--- config.mk ---
export PLATFORM = sky130hd
export DESIGN_NAME = golay_frame_decoder
export DESIGN_NICKNAME = d
export VERILOG_FILES = /design/src/hw/rtl/gfd_pkg.sv /design/src/hw/rtl/gfd_syndrome.sv /design/src/hw/rtl/gfd_classify.sv /design/src/hw/rtl/golay_frame_decoder.sv
export SDC_FILE = /design/constraint.sdc
export NUM_CORES = 1
export LEC_CHECK = 0
export ABC_AREA = 1
export BUFFER_PORTS_ARGS = -buffer_cell sky130_fd_sc_hd__buf_2
export CORE_AREA = 2 2 155 157
export CTS_BUF_LIST = sky130_fd_sc_hd__clkbuf_8
export DETAILED_ROUTE_END_ITERATION = 8
export DIE_AREA = 0 0 157 159
export GPL_ROUTABILITY_DRIVEN = 0
export PLACE_DENSITY = 0.78
export SLEW_MARGIN = 20
export SYNTH_ARGS = -nofsm -noshare
export SYNTH_HDL_FRONTEND = slang
export SYNTH_SLANG_ARGS = --single-unit
--- constraint.sdc ---
create_clock -name clk -period 4 [get_ports clk]
set_input_delay 0.2 -clock clk [delete_from_list [all_inputs] [get_ports clk]]
set_output_delay 0.2 -clock clk [all_outputs]
set_load 0.01 [all_outputs]
--- src/hw/rtl/gfd_pkg.sv ---
`timescale 1ns / 1ps
`default_nettype none
// ----------------------------------------------------------------------------
// gfd_pkg
// Shared types, generator rows and helper functions for the Golay (24,12)
// frame decoder pipeline.
// ----------------------------------------------------------------------------
package gfd_pkg;

  localparam int unsigned GFD_W = 12;

  // Generator rows; data bit j selects row 11 - j.
  localparam logic [GFD_W-1:0] GFD_ROWS [GFD_W] = '{
    12'hDC5, 12'hB8B, 12'h717, 12'hE2D, 12'hC5B, 12'h8B7,
    12'h16F, 12'h2DD, 12'h5B9, 12'hB71, 12'h6E3, 12'hFFE
  };

  // Stage 2 result: syndromes of one frame.
  typedef struct packed {
    logic             valid;
    logic [GFD_W-1:0] data;
    logic [GFD_W-1:0] s;
    logic [GFD_W-1:0] q;
  } gfd_synd_t;

  // Stage 3 result: weight checks of one frame.
  typedef struct packed {
    logic                  valid;
    logic [GFD_W-1:0]      data;
    logic [GFD_W-1:0]      q;
    logic                  s_ok;
    logic [1:0]            s_wt;
    logic                  q_ok;
    logic [1:0]            q_wt;
    logic [GFD_W-1:0]      d_hit;
    logic [GFD_W-1:0][1:0] d_wt;
    logic [GFD_W-1:0]      p_hit;
    logic [GFD_W-1:0][1:0] p_wt;
  } gfd_class_t;

  function automatic logic [GFD_W-1:0] gfd_mult(input logic [GFD_W-1:0] w);
    logic [GFD_W-1:0] acc;
    acc = '0;
    for (int j = 0; j < GFD_W; j++) begin
      if (w[j]) acc = acc ^ GFD_ROWS[GFD_W-1-j];
    end
    return acc;
  endfunction

  function automatic logic [3:0] gfd_weight(input logic [GFD_W-1:0] v);
    logic [3:0] n;
    n = '0;
    for (int b = 0; b < GFD_W; b++) begin
      n = n + {3'd0, v[b]};
    end
    return n;
  endfunction

endpackage
`default_nettype wire

--- src/hw/rtl/gfd_syndrome.sv ---
`timescale 1ns / 1ps
`default_nettype none
// ----------------------------------------------------------------------------
// gfd_syndrome
// Pipeline stage: parity and data syndromes of one stripped Golay word.
// ----------------------------------------------------------------------------
module gfd_syndrome
  import gfd_pkg::*;
(
  input  wire logic             clk,
  input  wire logic             rst,
  input  wire logic             in_valid,
  input  wire logic [GFD_W-1:0] data,
  input  wire logic [GFD_W-1:0] parity,
  output gfd_synd_t             synd
);

  always_ff @(posedge clk) begin
    synd.data <= data;
    synd.s    <= gfd_mult(data) ^ parity;
    synd.q    <= gfd_mult(parity) ^ data;
    if (rst) begin
      synd.valid <= 1'b0;
    end else begin
      synd.valid <= in_valid;
    end
  end

  a_valid_follows: assert property (@(posedge clk) disable iff (rst)
    synd.valid == $past(in_valid))
    else $error("syndrome valid lost or invented");

  a_data_follows: assert property (@(posedge clk) disable iff (rst)
    synd.valid |-> synd.data == $past(data))
    else $error("syndrome data mismatch");

  a_s_zero_clean: assert property (@(posedge clk) disable iff (rst)
    (in_valid && gfd_mult(data) == parity) |=> synd.s == '0)
    else $error("clean word gives nonzero syndrome");

endmodule
`default_nettype wire

--- src/hw/rtl/gfd_classify.sv ---
`timescale 1ns / 1ps
`default_nettype none
// ----------------------------------------------------------------------------
// gfd_classify
// Pipeline stage: weight tests of both syndromes and of every one-row
// correction candidate.
// ----------------------------------------------------------------------------
module gfd_classify
  import gfd_pkg::*;
(
  input  wire logic      clk,
  input  wire logic      rst,
  input  wire gfd_synd_t synd,
  output gfd_class_t     cls
);

  logic [3:0]            ws;
  logic [3:0]            wq;
  logic [GFD_W-1:0][3:0] wd;
  logic [GFD_W-1:0][3:0] wp;

  always_comb begin
    ws = gfd_weight(synd.s);
    wq = gfd_weight(synd.q);
    for (int i = 0; i < GFD_W; i++) begin
      wd[i] = gfd_weight(synd.s ^ GFD_ROWS[i]);
      wp[i] = gfd_weight(synd.q ^ GFD_ROWS[i]);
    end
  end

  always_ff @(posedge clk) begin
    cls.data <= synd.data;
    cls.q    <= synd.q;
    cls.s_ok <= (ws <= 4'd3);
    cls.s_wt <= ws[1:0];
    cls.q_ok <= (wq <= 4'd3);
    cls.q_wt <= wq[1:0];
    for (int i = 0; i < GFD_W; i++) begin
      cls.d_hit[i] <= (wd[i] <= 4'd2);
      cls.d_wt[i]  <= wd[i][1:0];
      cls.p_hit[i] <= (wp[i] <= 4'd2);
      cls.p_wt[i]  <= wp[i][1:0];
    end
    if (rst) begin
      cls.valid <= 1'b0;
    end else begin
      cls.valid <= synd.valid;
    end
  end

  a_valid_follows: assert property (@(posedge clk) disable iff (rst)
    cls.valid == $past(synd.valid))
    else $error("classify valid lost or invented");

  a_zero_syndrome_ok: assert property (@(posedge clk) disable iff (rst)
    (synd.valid && synd.s == '0) |=> (cls.s_ok && cls.s_wt == 2'd0))
    else $error("zero syndrome not accepted");

  a_q_passes: assert property (@(posedge clk) disable iff (rst)
    cls.valid |-> cls.q == $past(synd.q))
    else $error("data syndrome mismatch");

endmodule
`default_nettype wire

--- src/hw/rtl/golay_frame_decoder.sv ---
`timescale 1ns / 1ps
`default_nettype none
// ----------------------------------------------------------------------------
// golay_frame_decoder
// Golay (24,12) decoder for one 30-bit frame with complement bits.
//
//   channel  | ports                                  | handshake
//   ---------+----------------------------------------+------------------------
//   input    | frame_bits[29:0]                       | start, busy
//   result   | data_word[11:0], bit_errors, uncorrectable | done (one-cycle strobe)
//
// A transaction is taken at every edge with start high and busy low, one per
// cycle. Four register stages (strip, syndrome, weight tests, rule select):
// done and the result come out of the rule-select register together. busy is
// registered: reset sets it and any edge without reset clears it; reset
// clears all stage valid bits. The receiver cannot stall, so the pipeline
// never holds.
// ----------------------------------------------------------------------------
module golay_frame_decoder
  import gfd_pkg::*;
(
  input  wire logic        clk,
  input  wire logic        rst,
  input  wire logic        start,
  output logic             busy,
  input  wire logic [29:0] frame_bits,
  output logic             done,
  output logic [11:0]      data_word,
  output logic [1:0]       bit_errors,
  output logic             uncorrectable
);

  logic             v1;
  logic [GFD_W-1:0] data1;
  logic [GFD_W-1:0] parity1;
  gfd_synd_t        synd;
  gfd_class_t       cls;

  logic             d_any;
  logic [GFD_W-1:0] d_bits;
  logic [1:0]       d_err;
  logic             p_any;
  logic [GFD_W-1:0] p_bits;
  logic [1:0]       p_err;
  logic [GFD_W-1:0] data_next;
  logic [1:0]       err_next;
  logic             unc_next;

  // Stage 1: drop complement bits, split into data and parity.
  always_ff @(posedge clk) begin
    parity1 <= {frame_bits[28:25], frame_bits[23:20], frame_bits[18:15]};
    // All three data nibbles come from the last three groups.
    data1   <= {frame_bits[13:10], frame_bits[8:5], frame_bits[3:0]};
    if (rst) begin
      v1   <= 1'b0;
      busy <= 1'b1;
    end else begin
      v1   <= start && !busy;
      busy <= 1'b0;
    end
  end

  gfd_syndrome u_syndrome (
    .clk      (clk),
    .rst      (rst),
    .in_valid (v1),
    .data     (data1),
    .parity   (parity1),
    .synd     (synd)
  );

  gfd_classify u_classify (
    .clk  (clk),
    .rst  (rst),
    .synd (synd),
    .cls  (cls)
  );

  // Stage 4: first matching rule wins; higher rows take priority.
  always_comb begin
    d_any  = 1'b0;
    d_bits = '0;
    d_err  = '0;
    p_any  = 1'b0;
    p_bits = '0;
    p_err  = '0;
    for (int i = 0; i < GFD_W; i++) begin
      if (cls.d_hit[i]) begin
        d_any  = 1'b1;
        d_bits = 12'h800 >> i;
        d_err  = cls.d_wt[i] + 2'd1;
      end
      if (cls.p_hit[i]) begin
        p_any  = 1'b1;
        p_bits = cls.q ^ GFD_ROWS[i];
        p_err  = cls.p_wt[i] + 2'd1;
      end
    end

    unc_next = 1'b0;
    if (cls.s_ok) begin
      data_next = cls.data;
      err_next  = cls.s_wt;
    end else if (cls.q_ok) begin
      data_next = cls.data ^ cls.q;
      err_next  = cls.q_wt;
    end else if (d_any) begin
      data_next = cls.data ^ d_bits;
      err_next  = d_err;
    end else if (p_any) begin
      data_next = cls.data ^ p_bits;
      err_next  = p_err;
    end else begin
      data_next = '0;
      err_next  = '0;
      unc_next  = 1'b1;
    end
  end

  always_ff @(posedge clk) begin
    data_word     <= data_next;
    bit_errors    <= err_next;
    uncorrectable <= unc_next;
    if (rst) begin
      done <= 1'b0;
    end else begin
      done <= cls.valid;
    end
  end

  a_latency: assert property (@(posedge clk) disable iff (rst)
    done |-> $past(start && !busy, 4))
    else $error("result without matching transaction");

  a_unc_zero: assert property (@(posedge clk) disable iff (rst)
    (done && uncorrectable) |-> (data_word == '0 && bit_errors == 2'd0))
    else $error("uncorrectable result carries data");

  a_busy_reset: assert property (@(posedge clk)
    rst |=> busy)
    else $error("busy low right after reset");

  a_clean_pass: assert property (@(posedge clk) disable iff (rst)
    (cls.valid && cls.s_ok) |=> (data_word == $past(cls.data) && !uncorrectable))
    else $error("accepted word altered");

endmodule
`default_nettype wire
==> results of run 1 <==
## state kept, by name (all words and copies together) (netlist names)
signal / cells
uncorrectable: 1
busy: 1
v1: 1
u_syndrome.synd: 37
bit_errors: 2
data1: 12
parity1: 12
u_classify.cls: 103
data_word: 12
done: 1
## through the flow
step | hold WS [ps] | utilization [%] | instances | setup WS (ps)
6_report | 336 | 64.7 | 1882 | 143
5_1_grt | 328 | 64.7 | 1882 | 9.05
4_1_cts | 327 | 64.4 | 1878 | 67.2
3_5_place_dp | 304 | 61.6 | 1820 | 117
3_3_place_gp | 302 | 61.6 | 1820 | 273
2_1_floorplan | 228 | - | 1443 | 98.1
## cell families (layout without fill, tap and decap cells)
family / Yosys count / count (layout) / share of synthesized area (%)
buffers and inverters: 353 / 473 / 10.2
AND/OR/NAND/NOR: 280 / 280 / 9.24
flip-flops: 182 / 182 / 27.0
AO/OA/AOI/OAI: 188 / 188 / 7.62
adder cells (fa/ha/maj): 265 / 265 / 34.5
XOR/XNOR: 175 / 175 / 11.5
## final cells by class
class                           count  area [um^2]
Clock buffer                       18          248
Clock inverter                     14          153
Fill cell                        1788         8190
Inverter                          327         1230
Multi-Input combinational cell    908         8490
Sequential cell                   182         3650
Tap cell                          319          399
Timing Repair Buffer              114          826
## path summary, 6_finish.rpt
kind / slack, ps / cells past startpoint / from / end
setup reg to reg: 140 / 13 / u_syndrome.synd[0] / u_classify.cls[30]
hold / removal: 340 / 0 / u_syndrome.synd[25] / u_classify.cls[91]
hold reg to reg: 340 / 0 / u_syndrome.synd[25] / u_classify.cls[91]
setup / recovery: 140 / 13 / u_syndrome.synd[0] / u_classify.cls[30]
## repair_timing
action                                  CTS  global route
hold buffers                             26             0
endpoints found under the setup margin    0            14
endpoints found under the hold margin    29             0
buffers inserted                          0             4
gates resized for setup                   0             8
## critical path, delay by kind of cell (launching register included)
kind                     cells  cell delay (ps)
XOR/XNOR                     1              180
adder cells (fa/ha/maj)      6             2570
buffers and inverters        4              400
AND/OR/NAND/NOR              1              130
flip-flops                   1              370
AO/OA/AOI/OAI                1              140
## layer usage
layer  global-route usage (%)  wire length, um  part of all wire [%]
met1                     33.1            12400                    42
met2                     41.9            14200                    48
met3                     5.01             2360                   7.9
met4                     8.97              869                   2.9
met5                        0                0                     0
## placed cells by master, fill, tap and decap left out, types with 3 or more instances in the layout
cell type / count
inv_1: 319
fa_1: 178
dfxtp_1: 178
nand2_1: 119
xnor2_1: 94
ha_1: 86
nand3_1: 82
a21oi_1: 80
xor2_1: 78
o21ai_0: 70
nor2_1: 48
buf_4: 44
buf_2: 43
dlygate4sd3_1: 26
clkbuf_8: 18
nor3_1: 12
a211oi_1: 11
o21ai_1: 8
inv_2: 7
inv_8: 4
dfxtp_2: 4
nor4_1: 3
o211ai_1: 3
o22ai_1: 3
clkinvlp_4: 3
inv_6: 3
==> impl_metrics.yaml, run 1 <==
yosys:
  synth_edf_count: 0
  yosysWarningCount: 0
  synth_top_area_share_pct: 27.0
  yosysTopAreaCell: "dfxtp_1"
  synth.area.top_cells: "dfxtp_1 27%, fa_1 27%, inv_1 8.9%"
  syn-num-nets: 1741
  yosysMostFrequentCell: "inv_1"
  ys_top_cells_by_count: "321 x inv_1, 182 x dfxtp_1, 179 x fa_1, 119 x nand2_1, 94 x xnor2_1"
  synth_seq_cells: 182
  ys_types: 46
  postSynthCellCount: 1443
  synth_area_per_cell_um2: 9.36
  syn_area_um2: 13500
  yosysSeqAreaShare_pct: 27.0
  async_flop_share_pct: 0
  synthFlopType: "dfxtp_1"
clocking:
  cts_buffers: 17
  clock_latency_ps: 470
  htreeDepth: 4
  clkSinkCount: 182
  clockRootBuffer: "clkbuf_8"
  clockBufferDepth: 2
  clkTransAtPathRegs_ps: 100
  cts_tree: "yes"
sta:
  hold_violations: 0
  max_slew.worst_pin.slew_ps: 611
  drv_slew: 0
  relSlewSlack_pct: 59.2
  skew_ps: 16.9
  clock.fmax_mhz: 259
  setup-violations-final: 0
  finalCritPeriodShare_pct: 96.4
  post-route-min-period_ps: 3860
  rsz0062_at_grt: "false"
  finalSetupTns_ps: 0
global_route:
  grt_pass1_wl_um: 49100
  antenna_found_initial: 1
  grt_use_total_pct: 25.3
  grt-ovfl-total: 0
  grt_start_max_net_pins: 23
  grt_pass1_vias: 10100
setup_path:
  crit_arrival_ps: 4260
  crit_path_max_fanout: 4
  cp-end-kind: "flop"
  crit_path_start_kind: "flop"
  slowest_delay_ps: 520
  critical_path.most_common_cell: "fa_1"
  worstPathCellList: "inv_1 -> ha_1 -> inv_2 -> buf_4 -> fa_1 -> inv_1 -> fa_1 -> fa_1 -> fa_1 -> fa_1 -> xnor2_1 -> nand3_1 -> a21oi_1"
  cp_slowest_cell: "fa_1"
  timing_worst_setup_path_type: "reg -> reg"
  worstPathRequired_ps: 4400
routing:
  firstDrtPassIters: 5
  avgRoutedWirePerCell_um: 15.9
  ant_nets: 0
  drc: 0
  vias_per_cell: 5.18
  vias: 9753
  drt_iter0_drc: 679
  wl_um: 29900
placement:
  hpwl_um: 23900
  dpl_cell_area_um2: 14300
  portBuffers: 43
layout:
  drive_gt1_share_pct: 9.47
  fin_nets: 1848
  num_antenna_cells: 0
  stdcell_area_um2: 15000
  syn_to_final_growth_pct: 11.1
job:
  max_cap_viol_count: 0
floorplan:
  initial_core_util_pct: 58.2
  fp-row-count: 56
  die_h_um: 159
  io_pins: 50
  core_area_um2: 23200
  die_w_um: 157
  die-area_um2: 25000
worst_hold_path:
  hold_path.class: "reg -> reg"
status:
  outcome: "completed"
Power of run 1 is not shown: default switching activity piles up to over one toggle a cycle in this logic, so the estimate is an artifact.
==> run 2: changes to the inputs <==
--- a/config.mk
+++ b/config.mk
@@ -7,13 +7,14 @@
 export LEC_CHECK = 0
 export ABC_AREA = 1
 export BUFFER_PORTS_ARGS = -buffer_cell sky130_fd_sc_hd__buf_2
-export CORE_AREA = 2 2 155 157
+export CORE_AREA = 2 2 162 164
 export CTS_BUF_LIST = sky130_fd_sc_hd__clkbuf_8
 export DETAILED_ROUTE_END_ITERATION = 8
-export DIE_AREA = 0 0 157 159
+export DIE_AREA = 0 0 164 166
 export GPL_ROUTABILITY_DRIVEN = 0
-export PLACE_DENSITY = 0.78
+export PLACE_DENSITY = 0.79
 export SLEW_MARGIN = 20
 export SYNTH_ARGS = -nofsm -noshare
 export SYNTH_HDL_FRONTEND = slang
+export SYNTH_HIERARCHICAL = 1
 export SYNTH_SLANG_ARGS = --single-unit
==> impl_metrics.yaml, run 2 <==
sta:
  max_slew.worst_pin.slew_ps: 746
  relSlewSlack_pct: 50.2
  finalCritPeriodShare_pct: 101
  clock.fmax_mhz: 248
  hold_violations: 0
  setup-violations-final: 1
  holdWs_ps: 333
  rsz0062_at_grt: "true"
  skew_ps: 13.9
  drv_slew: 0
  post-route-min-period_ps: 4030
  final.setup.worst_slack_ps: -31.1
global_route:
  grt_pass1_wl_um: 58600
  grt_pass1_vias: 12200
  grt-ovfl-total: 0
  antenna_found_initial: 0
  grt_use_total_pct: 27.6
  grt_start_max_net_pins: 23
clocking:
  htreeDepth: 4
  clockRootBuffer: "clkbuf_8"
  clkTransAtPathRegs_ps: 90
  clockBufferDepth: 2
  cts_buffers: 17
  cts_tree: "yes"
  clock_latency_ps: 470
  clkSinkCount: 182
job:
  max_cap_viol_count: 0
floorplan:
  initial_core_util_pct: 58.2
  die_h_um: 166
  die_w_um: 164
  die-area_um2: 27200
  io_pins: 50
  fp-row-count: 59
  core_area_um2: 25600
routing:
  avgRoutedWirePerCell_um: 15.5
  drc: 0
  ant_nets: 0
  firstDrtPassIters: 6
  drt_iter0_drc: 880
  vias: 11900
  vias_per_cell: 5.19
  wl_um: 35600
layout:
  num_antenna_cells: 0
  layout_commonest_cell: "nand2_1"
  top_register: "u_classify/cls"
  drive_gt1_share_pct: 9.96
  fillers: 1990
  fin_nets: 2261
  reg_top3: "u_classify/cls: 103 flops, u_syndrome/synd: 37 flops"
  stdcell_area_um2: 16400
  layout_common_cells: "417 x nand2_1, 386 x inv_1, 178 x fa_1, 176 x dfxtp_1, 105 x ha_1"
  syn_to_final_growth_pct: 10.4
  largest_reg_flops: 103
yosys:
  synth_seq_cells: 182
  yosysSeqAreaShare_pct: 24.5
  async_flop_share_pct: 0
  synthFlopType: "dfxtp_1"
  yosysWarningCount: 6
  yosysTopAreaCell: "dfxtp_1"
  synth_edf_count: 0
  yosysMostFrequentCell: "nand2_1"
  synth_top_area_share_pct: 24.5
  synth_area_per_cell_um2: 8.13
  ys_top_cells_by_count: "417 x nand2_1, 390 x inv_1, 182 x dfxtp_1, 179 x fa_1, 105 x ha_1"
  syn-num-nets: 2149
  postSynthCellCount: 1832
  syn_area_um2: 14900
  synth.area.top_cells: "dfxtp_1 24%, fa_1 24%, nand2_1 11%"
  ys_types: 48
setup_path:
  cp_top_family: "adder cells"
  cp_num_buf_inv: 5
  critical_path.most_common_cell: "fa_1"
  cp-end-kind: "flop"
  slowest_delay_ps: 560
  crit_path_max_fanout: 3
  worstPathCellList: "clkinvlp_4 -> fa_1 -> fa_1 -> fa_1 -> inv_1 -> fa_1 -> inv_1 -> ha_1 -> inv_1 -> fa_1 -> inv_1 -> nand2_1 -> nand3b_1 -> nor2_2"
  timing_worst_setup_path_type: "reg -> reg"
  crit_path_start_kind: "flop"
  cp_slowest_cell: "fa_1"
  worstPathRequired_ps: 4390
  crit_arrival_ps: 4420
status:
  violations: "negative setup slack"
  outcome: "complete, but fails checks"
placement:
  portBuffers: 43
  hpwl_um: 28000
  dpl_cell_area_um2: 15700
worst_hold_path:
  hold_path.class: "reg -> reg"
-- run 2: cell types whose count changed after synthesis, sizes merged, moves of 6 or more --
cell	before	now
inv	327	406
a211oi	11	3
nand3	83	76
xor2	80	43
ha	86	105
nand3b	1	27
nand2	121	437
a21oi	80	72
buf	19	25
xnor2	95	48
nor2	52	104
-- run 2: area by class of cell --
class                           instances  area, um^2  share of cell area, %
Multi-Input combinational cell       1210        9490                   57.7
Sequential cell                       182        3650                   22.2
Inverter                              410        1560                   9.49
Timing Repair Buffer                  123         910                   5.53
Tap cell                              335         419                   2.55
Clock buffer                           18         248                   1.51
Clock inverter                         14         166                   1.01
-- run 2: metrics by stage --
step                      cells  utilization [%]  TNS (ps)  worst slack [ps]
final                      2292             64.2     -31.1             -31.1
after global routing       2292             64.2      -126             -74.5
after CTS                  2285             63.8         0              14.4
after detailed placement   2224             61.1         0              15.7
after global placement     2224             61.1         0               109
after floorplan            1832                -         0              90.1
-- run 2: cells by family (layout without fill, tap and decap cells) --
family | count (synthesis) | after routing | share of synthesized area (%)
simple gates | 666 | 666 | 19.0
flops | 182 | 182 | 24.5
fa+ha+maj | 284 | 284 | 32.9
xor+xnor | 91 | 91 | 5.65
compound gates | 169 | 169 | 6.10
buf+inv | 440 | 565 | 11.9
-- run 2: path summary, 6_finish.rpt --
check                                    startpoint                 end  slack, ps  cells after the start
worst max-delay path             u_syndrome/synd[7]  u_classify/cls[32]        -30                     14
worst min-delay path            u_syndrome/synd[31]  u_classify/cls[97]        330                      0
worst max register to register   u_syndrome/synd[7]  u_classify/cls[32]        -30                     14
worst min register to register  u_syndrome/synd[31]  u_classify/cls[97]        330                      0
-- run 2: per-layer routing --
layer	vias up	track usage, %	part of all wire (%)
li1	5739	-	-
met1	5590	35.4	41
met2	471	45.8	48
met3	86	5.39	7.5
met4	0	11.1	3.4
met5	-	0	0
-- run 2: timing repair --
item / in CTS / in global routing
endpoints found under the hold margin: 29 / 0
pin swaps: 0 / 0
resized for setup: 1 / 12
setup buffers: 3 / 7
hold buffers: 26 / 0
setup endpoints to repair: 1 / 18
Power of run 2 is left out for the same reason.
==> run 3: changes to the inputs <==
==> constraint.sdc (replaced) <==
create_clock -name clk -period 4 [get_ports clk]
set_input_delay 0.6 -clock clk [delete_from_list [all_inputs] [get_ports clk]]
set_output_delay 0.6 -clock clk [all_outputs]
set_load 0.01 [all_outputs]
==> impl_metrics.yaml, run 3 (synthesis results as in run 2) <==
placement:
  dp_worst_setup_slack_ps: 28.3
  portBuffers: 43
  place_inst: 2224
  hpwl_um: 28000
layout:
  reg_top3: "u_classify/cls: 103 flops, u_syndrome/synd: 37 flops"
  multiInputGateArea_um2: 9500
  fillers: 2003
  layout_common_cells: "416 x nand2_1, 378 x inv_1, 177 x fa_1, 173 x dfxtp_1, 103 x ha_1"
  instances_no_fill: 2288
  top_register: "u_classify/cls"
  drive_gt1_share_pct: 11.9
  num_antenna_cells: 0
  largest_reg_flops: 103
  fin_nets: 2258
  layout_commonest_cell: "nand2_1"
  syn_to_final_growth_pct: 10.3
  post-route-util_pct: 64.1
  seq_area_um2: 3660
clocking:
  clockRootBuffer: "clkbuf_8"
  clock_latency_ps: 480
  clkSinkCount: 182
  htreeDepth: 4
  cts_buffers: 17
  clkTransAtPathRegs_ps: 100
  clockBufferDepth: 2
  cts_tree: "yes"
setup_path:
  slowest_delay_ps: 520
  crit_path_max_fanout: 4
  crit_path_start_kind: "flop"
  worstPathRequired_ps: 4390
  timing_worst_setup_path_type: "reg -> reg"
  regToRegSetupSlack_ps: 2
  worstPathCellList: "buf_6 -> fa_1 -> fa_1 -> fa_1 -> inv_1 -> fa_1 -> inv_1 -> ha_1 -> inv_1 -> fa_1 -> inv_1 -> nand2_1 -> nand3b_1 -> nor2_2"
  cp_slowest_cell: "fa_1"
  crit_arrival_ps: 4390
  cp-end-kind: "flop"
  critical_path.most_common_cell: "fa_1"
floorplan:
  io_pins: 50
  die-area_um2: 27200
  initial_core_util_pct: 58.2
  fp-row-count: 59
  die_w_um: 164
  die_h_um: 166
  core_area_um2: 25600
sta:
  rsz0062_at_grt: "true"
  max_slew.worst_pin.slew_ps: 730
  skew_ps: 15.8
  setup-violations-final: 0
  drv_slew: 0
  clock.fmax_mhz: 250
  post-route-min-period_ps: 4000
  holdWs_ps: 218
  hold_violations: 0
  relSlewSlack_pct: 51.2
  finalCritPeriodShare_pct: 100
  final.setup.worst_slack_ps: 1.71
global_route:
  grt-ovfl-total: 0
  grt_use_total_pct: 26.9
  grt_pass1_vias: 12100
  grt_start_max_net_pins: 23
  grt_pass1_wl_um: 57500
  antenna_found_initial: 1
worst_hold_path:
  hold_path.class: "in -> reg"
routing:
  drt_iter0_drc: 786
  drc: 0
  vias: 12100
  avgRoutedWirePerCell_um: 15.9
  ant_nets: 0
  wl_um: 36300
  firstDrtPassIters: 5
  vias_per_cell: 5.28
status:
  outcome: "completed"
job:
  max_cap_viol_count: 0
[run 3: cell count changes in the layout (fill, tap and decap cells not counted), sizes merged]
cell	previous run	this run
dlygate4sd3	26	0
buf	97	120
inv	408	403
clkinvlp	6	8
bufinv	2	3
clkbuf	18	19
[run 3: cell type report]
type	count	share of cell area, %
clock inverters	12	1.01
inverters	410	9.57
flip-flops and latches	182	22.3
repair buffers	120	5.18
well taps	335	2.55
multi-input cells	1210	57.8
clock buffers	19	1.59
[run 3: layer usage]
metal	GRT usage (%)	wire length [um]	vias to the layer above
met1	35.4	15200	5744
met2	43.5	17200	494
met5	0	9	-
met3	4.22	2490	107
li1	-	-	5738
met4	12.6	1450	2
[run 3: final timing paths]
kind                                          start            endpoint  depth (start not counted)
worst max-delay path             u_syndrome/synd[2]  u_classify/cls[32]                         14
worst min-delay path                 frame_bits[27]         parity1[10]                          1
worst max register to register   u_syndrome/synd[2]  u_classify/cls[32]                         14
worst min register to register  u_syndrome/synd[26]  u_classify/cls[92]                          0
[run 3: stage by stage]
stage                     instance area (um^2)  TNS [ps]
after CTS                                16100         0
after floorplan                          14900         0
after global placement                   15600         0
after detailed placement                 15600         0
final                                    16400         0
after global routing                     16400      -385
[run 3: worst max-delay path: cells and delay by family (launching register included)]
family | cells | cell delay (ps)
flip-flops | 1 | 410
AND/OR/NAND/NOR | 3 | 360
buffers and inverters | 5 | 470
adder cells (fa/ha/maj) | 6 | 2680
[run 3: repair_timing]
item	in CTS	in global routing
endpoints found under the setup margin	1	17
hold endpoints to repair	0	0
buffers inserted	3	30
gates resized for setup	3	28
hold buffers	0	0
pin swaps	0	8
Power of run 3 is left out for the same reason.
